File: src/hw/rtl/tsgi_pkg.sv
package tsgi_pkg;

    localparam int unsigned TAG_W       = 16;
    localparam int unsigned TIME_W      = 32;
    localparam int unsigned STATUS_W    = 2;
    localparam int unsigned STORE_DEPTH = 64;
    localparam int unsigned ADDR_W      = 6;
    localparam int unsigned DIVISOR_W   = 7;
    localparam int unsigned DATA_W      = TAG_W + TIME_W;

    localparam logic [TIME_W-1:0] MISSING_TIME = '1;

    localparam logic [STATUS_W-1:0] STATUS_RELEASED = 2'd0;
    localparam logic [STATUS_W-1:0] STATUS_NO_REF   = 2'd1;
    localparam logic [STATUS_W-1:0] STATUS_FULL     = 2'd2;

    localparam logic ACTION_SAMPLE = 1'b0;
    localparam logic ACTION_FLUSH  = 1'b1;

    typedef enum logic [8:0] {
        ST_IDLE = 9'b000000001,
        ST_DIFF = 9'b000000010,
        ST_ABS  = 9'b000000100,
        ST_DIV  = 9'b000001000,
        ST_STEP = 9'b000010000,
        ST_RD   = 9'b000100000,
        ST_EMIT = 9'b001000000,
        ST_LAST = 9'b010000000,
        ST_DROP = 9'b100000000
    } t_state;

endpackage

File: src/hw/rtl/tsgi_ram.sv
module tsgi_ram #(
    parameter int unsigned WIDTH = 16,
    parameter int unsigned DEPTH = 64
) (
    input  logic                     i_clk,
    input  logic                     i_we,
    input  logic [$clog2(DEPTH)-1:0] i_waddr,
    input  logic [WIDTH-1:0]         i_wdata,
    input  logic [$clog2(DEPTH)-1:0] i_raddr,
    output logic [WIDTH-1:0]         o_rdata
);

    logic [WIDTH-1:0] r_mem [DEPTH];
    logic [WIDTH-1:0] r_rdata;

    always_ff @(posedge i_clk) begin
        if (i_we) begin
            r_mem[i_waddr] <= i_wdata;
        end
        r_rdata <= r_mem[i_raddr];
    end

    assign o_rdata = r_rdata;

endmodule

File: src/hw/rtl/timestamp_gap_interpolator.sv
// held or flushed samples stay in ST_IDLE, a drop passes ST_DROP, a direct release ST_LAST
// a timed sample releasing n held samples uses one shared 33-bit adder for difference,
// magnitude, 32 restoring divide steps, step sign and each accumulated time, then ST_LAST
// throughput: one input beat per item, the input is not ready until its results are loaded
// synchronous active-low reset: no reference, empty store, no output beat pending
module timestamp_gap_interpolator #(
    parameter int unsigned MAX_PENDING = 63,
    parameter int unsigned TAG_BITS    = 16
) (
    input  logic                          i_clk,
    input  logic                          i_rst_n,
    input  logic                          s_axis_tvalid,
    output logic                          s_axis_tready,
    input  logic [tsgi_pkg::DATA_W-1:0]   s_axis_tdata,  // sample_tag, sample_time
    input  logic                          s_axis_tuser,  // action
    output logic                          m_axis_tvalid,
    input  logic                          m_axis_tready,
    output logic [tsgi_pkg::DATA_W-1:0]   m_axis_tdata,  // out_tag, out_time
    output logic [tsgi_pkg::STATUS_W-1:0] m_axis_tuser,  // status
    output logic                          m_axis_tlast
);
    import tsgi_pkg::*;

    localparam int unsigned STORE_W = (TAG_BITS < TAG_W) ? TAG_BITS : TAG_W;

    t_state                r_state, n_state;
    logic [STORE_W-1:0]    r_tag, n_tag;
    logic [TIME_W-1:0]     r_ts, n_ts;
    logic [STATUS_W-1:0]   r_status, n_status;
    logic                  r_refv, n_refv;
    logic [TIME_W-1:0]     r_ref, n_ref;
    logic [ADDR_W-1:0]     r_count, n_count;
    logic [ADDR_W-1:0]     r_idx, n_idx;
    logic                  r_neg, n_neg;
    logic [TIME_W-1:0]     r_q, n_q;
    logic [DIVISOR_W-1:0]  r_rem, n_rem;
    logic [4:0]            r_bit, n_bit;
    logic [TIME_W-1:0]     r_step, n_step;
    logic [TIME_W-1:0]     r_acc, n_acc;
    logic                  r_oval, n_oval;
    logic [TAG_W-1:0]      r_otag, n_otag;
    logic [TIME_W-1:0]     r_otime, n_otime;
    logic [STATUS_W-1:0]   r_ostat, n_ostat;
    logic                  r_olast, n_olast;

    logic [TIME_W:0]       add_a, add_b;
    logic                  add_cin;
    logic [TIME_W+1:0]     add_sum;
    logic                  add_carry;
    logic [DIVISOR_W-1:0]  divisor;
    logic [DIVISOR_W:0]    trial;
    logic                  ram_we;
    logic [STORE_W-1:0]    ram_rdata;
    logic [TAG_W-1:0]      in_tag;
    logic [TIME_W-1:0]     in_ts;
    logic                  in_accept;
    logic                  out_free;

    assign in_tag    = s_axis_tdata[TAG_W-1:0];
    assign in_ts     = s_axis_tdata[DATA_W-1:TAG_W];
    assign in_accept = s_axis_tvalid && s_axis_tready;
    assign out_free  = !r_oval || m_axis_tready;
    assign divisor   = {1'b0, r_count} + DIVISOR_W'(1);
    assign trial     = {r_rem, r_q[TIME_W-1]};

    // shared adder
    always_comb begin
        add_a   = '0;
        add_b   = '0;
        add_cin = 1'b0;
        case (r_state)
            ST_DIFF: begin
                add_a   = {1'b0, r_ts};
                add_b   = ~{1'b0, r_ref};
                add_cin = 1'b1;
            end
            ST_ABS, ST_STEP: begin
                add_b   = {1'b0, (r_neg ? ~r_q : r_q)};
                add_cin = r_neg;
            end
            ST_DIV: begin
                add_a   = (TIME_W+1)'(trial);
                add_b   = ~((TIME_W+1)'(divisor));
                add_cin = 1'b1;
            end
            ST_EMIT: begin
                add_a   = {1'b0, r_acc};
                add_b   = {1'b0, r_step};
            end
            default: begin
                add_a   = '0;
            end
        endcase
    end

    assign add_sum   = {1'b0, add_a} + {1'b0, add_b} + (TIME_W+2)'(add_cin);
    assign add_carry = add_sum[TIME_W+1];

    tsgi_ram #(
        .WIDTH (STORE_W),
        .DEPTH (STORE_DEPTH)
    ) u_store (
        .i_clk   (i_clk),
        .i_we    (ram_we),
        .i_waddr (r_count),
        .i_wdata (in_tag[STORE_W-1:0]),
        .i_raddr (r_idx),
        .o_rdata (ram_rdata)
    );

    always_comb begin
        n_state  = r_state;
        n_tag    = r_tag;
        n_ts     = r_ts;
        n_status = r_status;
        n_refv   = r_refv;
        n_ref    = r_ref;
        n_count  = r_count;
        n_idx    = r_idx;
        n_neg    = r_neg;
        n_q      = r_q;
        n_rem    = r_rem;
        n_bit    = r_bit;
        n_step   = r_step;
        n_acc    = r_acc;
        n_oval   = r_oval && !m_axis_tready;
        n_otag   = r_otag;
        n_otime  = r_otime;
        n_ostat  = r_ostat;
        n_olast  = r_olast;
        ram_we   = 1'b0;
        case (r_state)
            ST_IDLE: begin
                if (in_accept) begin
                    n_tag = in_tag[STORE_W-1:0];
                    n_ts  = in_ts;
                    if (s_axis_tuser == ACTION_FLUSH) begin
                        n_count = '0;
                        n_refv  = 1'b0;
                    end else if (in_ts == MISSING_TIME || (r_refv && in_ts == r_ref)) begin
                        if (!r_refv) begin
                            n_status = STATUS_NO_REF;
                            n_state  = ST_DROP;
                        end else if (r_count >= ADDR_W'(MAX_PENDING)) begin
                            n_status = STATUS_FULL;
                            n_state  = ST_DROP;
                        end else begin
                            ram_we  = 1'b1;
                            n_count = r_count + ADDR_W'(1);
                        end
                    end else if (r_refv && r_count != '0) begin
                        n_state = ST_DIFF;
                    end else begin
                        n_state = ST_LAST;
                    end
                end
            end
            ST_DIFF: begin
                n_q     = add_sum[TIME_W-1:0];
                n_neg   = !add_carry;
                n_state = ST_ABS;
            end
            ST_ABS: begin
                n_q     = add_sum[TIME_W-1:0];
                n_neg   = r_neg;
                n_rem   = '0;
                n_bit   = '0;
                n_state = ST_DIV;
            end
            ST_DIV: begin
                n_rem = add_carry ? add_sum[DIVISOR_W-1:0] : trial[DIVISOR_W-1:0];
                n_q   = {r_q[TIME_W-2:0], add_carry};
                n_bit = r_bit + 5'd1;
                if (r_bit == 5'd31) begin
                    n_state = ST_STEP;
                end
            end
            ST_STEP: begin
                n_step  = add_sum[TIME_W-1:0];
                n_acc   = r_ref;
                n_idx   = '0;
                n_state = ST_RD;
            end
            ST_RD: begin
                n_state = ST_EMIT;
            end
            ST_EMIT: begin
                if (out_free) begin
                    n_oval  = 1'b1;
                    n_otag  = TAG_W'(ram_rdata);
                    n_otime = add_sum[TIME_W-1:0];
                    n_ostat = STATUS_RELEASED;
                    n_olast = 1'b0;
                    n_acc   = add_sum[TIME_W-1:0];
                    if (r_idx == r_count - ADDR_W'(1)) begin
                        n_state = ST_LAST;
                    end else begin
                        n_idx   = r_idx + ADDR_W'(1);
                        n_state = ST_RD;
                    end
                end
            end
            ST_LAST: begin
                if (out_free) begin
                    n_oval  = 1'b1;
                    n_otag  = TAG_W'(r_tag);
                    n_otime = r_ts;
                    n_ostat = STATUS_RELEASED;
                    n_olast = 1'b1;
                    n_ref   = r_ts;
                    n_refv  = 1'b1;
                    n_count = '0;
                    n_state = ST_IDLE;
                end
            end
            ST_DROP: begin
                if (out_free) begin
                    n_oval  = 1'b1;
                    n_otag  = TAG_W'(r_tag);
                    n_otime = '0;
                    n_ostat = r_status;
                    n_olast = 1'b1;
                    n_state = ST_IDLE;
                end
            end
            default: begin
                n_state = ST_IDLE;
            end
        endcase
    end

    always_ff @(posedge i_clk) begin
        if (!i_rst_n) begin
            r_state <= ST_IDLE;
            r_refv  <= 1'b0;
            r_ref   <= '0;
            r_count <= '0;
            r_oval  <= 1'b0;
        end else begin
            r_state <= n_state;
            r_refv  <= n_refv;
            r_ref   <= n_ref;
            r_count <= n_count;
            r_oval  <= n_oval;
        end
    end

    always_ff @(posedge i_clk) begin
        r_tag    <= n_tag;
        r_ts     <= n_ts;
        r_status <= n_status;
        r_idx    <= n_idx;
        r_neg    <= n_neg;
        r_q      <= n_q;
        r_rem    <= n_rem;
        r_bit    <= n_bit;
        r_step   <= n_step;
        r_acc    <= n_acc;
        r_otag   <= n_otag;
        r_otime  <= n_otime;
        r_ostat  <= n_ostat;
        r_olast  <= n_olast;
    end

    assign s_axis_tready = (r_state == ST_IDLE);
    assign m_axis_tvalid = r_oval;
    assign m_axis_tdata  = {r_otime, r_otag};
    assign m_axis_tuser  = r_ostat;
    assign m_axis_tlast  = r_olast;

endmodule

File: config.mk
export PLATFORM = sky130hd
export DESIGN_NAME = timestamp_gap_interpolator
export DESIGN_NICKNAME = d
export VERILOG_FILES = /design/src/hw/rtl/tsgi_pkg.sv /design/src/hw/rtl/tsgi_ram.sv /design/src/hw/rtl/timestamp_gap_interpolator.sv
export SDC_FILE = /design/constraint.sdc
export NUM_CORES = 2
export LEC_CHECK = 0
export BUFFER_PORTS_ARGS = -buffer_cell sky130_fd_sc_hd__buf_2
export CORE_AREA = 2 2 316 318
export CTS_CLUSTER_DIAMETER = 40
export DETAILED_ROUTE_END_ITERATION = 10
export DIE_AREA = 0 0 318 320
export PLACE_DENSITY = 0.71
export SYNTH_ARGS = -nofsm -noshare
export SYNTH_HDL_FRONTEND = slang
export SYNTH_HIERARCHICAL = 1
export SYNTH_SLANG_ARGS = --single-unit
export TNS_END_PERCENT = 1
File: constraint.sdc
create_clock -name i_clk -period 9.4 [get_ports i_clk]
set_input_delay 2.35 -clock i_clk [delete_from_list [all_inputs] [get_ports i_clk]]
set_output_delay 2.35 -clock i_clk [all_outputs]
set_load 0.01 [all_outputs]
==> run metrics <==
Hold Fails Final Rpt=0; core area=97990 µm²; vias per inst=6.473; max-slew violation count=0; root buffer cell=clkbuf_16; fillers=6733; Starting DRT DRC Count=4020; Finished Layout Cells=4768; area of the multi-input gates=14290 µm²; DP HPWL=83.08 mm; Routed WL=138.1 mm; port bufs=105; worst hold slack=511.3 ps; Post-synth EDFFs=1240; synthesized area per cell=17.06 µm²; register-to-register setup slack=3040 ps; Post-synth ARST share=0; synth warn=6; initial antenna violation count=5; clock slew at reported path FFs=60 ps; status=finished, final reports clean; Setup TNS=0 ps; synth top area cells=edfxtp_1 69%, mux4_2 9.0%, dfxtp_1 2.4%; Max-Cap Viols=0; postcts setup bufs=0; Core Util, Final=0.6244; CTS H-tree lvls=4; total die area=101800 µm²; Rel. slew slack=0.1089; RSZ-0062 raised after global routing=no; overall routing resource usage=0.2716; DRC errors left=0; Tcrit/Tclk final=0.7186; Nets=3438; vias in the first global route=30.58k; fmax=148.0 MHz; via count of the routed design=30.86k; P per Cell Area=210.1 nW/µm²; largest net degree at the start of global routing=156; CTS Buffer Depth=3; Synth area leader=edfxtp_1; Synth-to-Final Area Change=13.62%; layout cells sized above 1=0.2237; worst vdd ir=0.0002009 V; placed insts=4475; Critical Path Slowest Stage Cell=nor2_1; synth cell count leaders=1240 x edfxtp_1, 326 x nand2_1, 216 x mux4_2; CP max FO=16; RD Place Congestion=0.9591; top-count cell post-synth=edfxtp_1; Worst Reg-to-Reg Cells=17; CP Capture Point=u_store/r_mem[43][11]; Clk Latency, worst-skew pair=770 ps; Hold Crit Class=flop to flop; CTS tree=yes; clock buffer count from CTS=157; reg2reg end=r_q[30]; Die X=318 µm; Register Area=38540 µm²; total power=12.86 mW; FF-to-FF Start=r_state[6]; routed length per instance=28.97 µm; GRT Residual Overflow=0; Mapped Cells=3157; LEAKAGE=19.94 nW; first-pass GRT wire length=203.1 mm; DIE HEIGHT=320 µm; startpoint class of the critical path=input port; CP max stage delay=1220 ps; syn_nets=3248; endpoints failing setup=0; starting density of the core=0.5495; top-area cell type share of the netlist area=0.6915; synthesized flop and latch total=1305; Resized Gates After CTS=0; Post-Syn Area=53850 µm²; CP most frequent cell=nor2_1; post-route minimum period=6755 ps; Arrival @ worst endpoint=7120 ps; crit end category=flop; crit-path cells=buf_2 -> xor2_1 -> nor4_1 -> nand4_1 -> o31a_1 -> nor2_1 -> nand2_1 -> nor2_1 -> nor2b_1 -> nand3_1 -> nor2_1; Slew @ Worst Pin=1332 ps; IO Count=106; hold-fix buffers at CTS=0; Distinct cells, synth=83; sequential element share of the synthesized area=0.7157; Required @ worst endpoint=9760 ps; Synth Flop Type=edfxtp_1; Crit Path Class=input port to flop; DRT Pass-1 Iters=5; Post-DRT Antenna Nets=0; Setup Skew=55.11 ps; Clock Sinks=1305; Critical Path Start=s_axis_tdata[47]; row count=115
flip-flops by register name (all words and copies together), names as in the netlist, 2 cells and up:
register / count
r_tag: 16
r_status: 2
r_bit: 5
r_otag: 16
r_state: 9
u_store/r_mem: 1024
m_axis_tuser: 2
r_step: 32
r_q: 32
r_ts: 32
r_count: 6
r_rem: 7
r_ref: 32
r_acc: 32
r_otime: 32
r_idx: 6
u_store/o_rdata: 16
cell type report:
type                       instances  area share
antenna                            3   0.0001227
sequential                      1305      0.6299
timing repair buffer             212     0.02254
multi-input combinational       1649      0.2335
clock inverter                   110     0.01892
clock buffer                     180     0.06731
inverter                          22    0.001370
tap                             1287     0.02632
through the flow:
stage	instance area, µm²	setup WS [ps]
6_report	61180	2645
5_1_grt	61170	2579
4_1_cts	61160	2816
2_1_floorplan	53850	3764
3_3_place_gp	55890	2205
3_5_place_dp	55890	2053
metal layers:
metal  GRT usage  routed length [µm]  up-vias
li1            -                   -    12930
met1      0.3657               52910    15800
met2      0.4438               67230     1808
met3     0.04958               12640      316
met4      0.1065                5302        4
met5           0                  55        -
report_power, final:
group	internal (mW)	total [mW]	switching, mW
sequential	6.44	6.50	0.0657
clock	3.48	6.00	2.52
combinational	0.0804	0.354	0.273
critical path: cells and delay by family:
family	cells	cell delay, ps
simple gates	8	4000
xor+xnor	1	180
buf+inv	1	140
compound gates	1	440
kinds of logic after synthesis:
kind of cell               Yosys count  synth area share
AOI/OAI and AO/OA                  448           0.05784
xor gates and xnor gates           110           0.01789
adders and majority gates           38          0.009109
buffers and inverters              203           0.02026
DFF                               1305            0.7157
muxes                              359            0.1205
and+or+nand+nor                    694           0.05877
cell usage in the layout (no fill, tap or decap), types with 65 or more instances in the layout:
cell type,count
o21ai_0,81
nor2_1,148
dfxtp_1,65
mux4_2,216
clkbuf_16,159
edfxtp_1,1240
nand2_1,324
buf_2,105
a21oi_1,91
mux2i_1,87
buf_4,103
worst min-delay path by stage:
stage | endpoint | slack, ps | cells after the start | start
finish | r_ref[31] | 510 | 2 | r_ref[31]
global route | r_otag[3] | 530 | 2 | u_store/o_rdata[3]
CTS | r_ref[31] | 510 | 2 | r_ref[31]
detailed placement | r_ref[31] | 500 | 2 | r_ref[31]
global placement | r_ref[31] | 490 | 2 | r_ref[31]
floorplan | r_ref[19] | 470 | 2 | r_ref[19]
No activity file was read; power rests on OpenSTA's default activity.
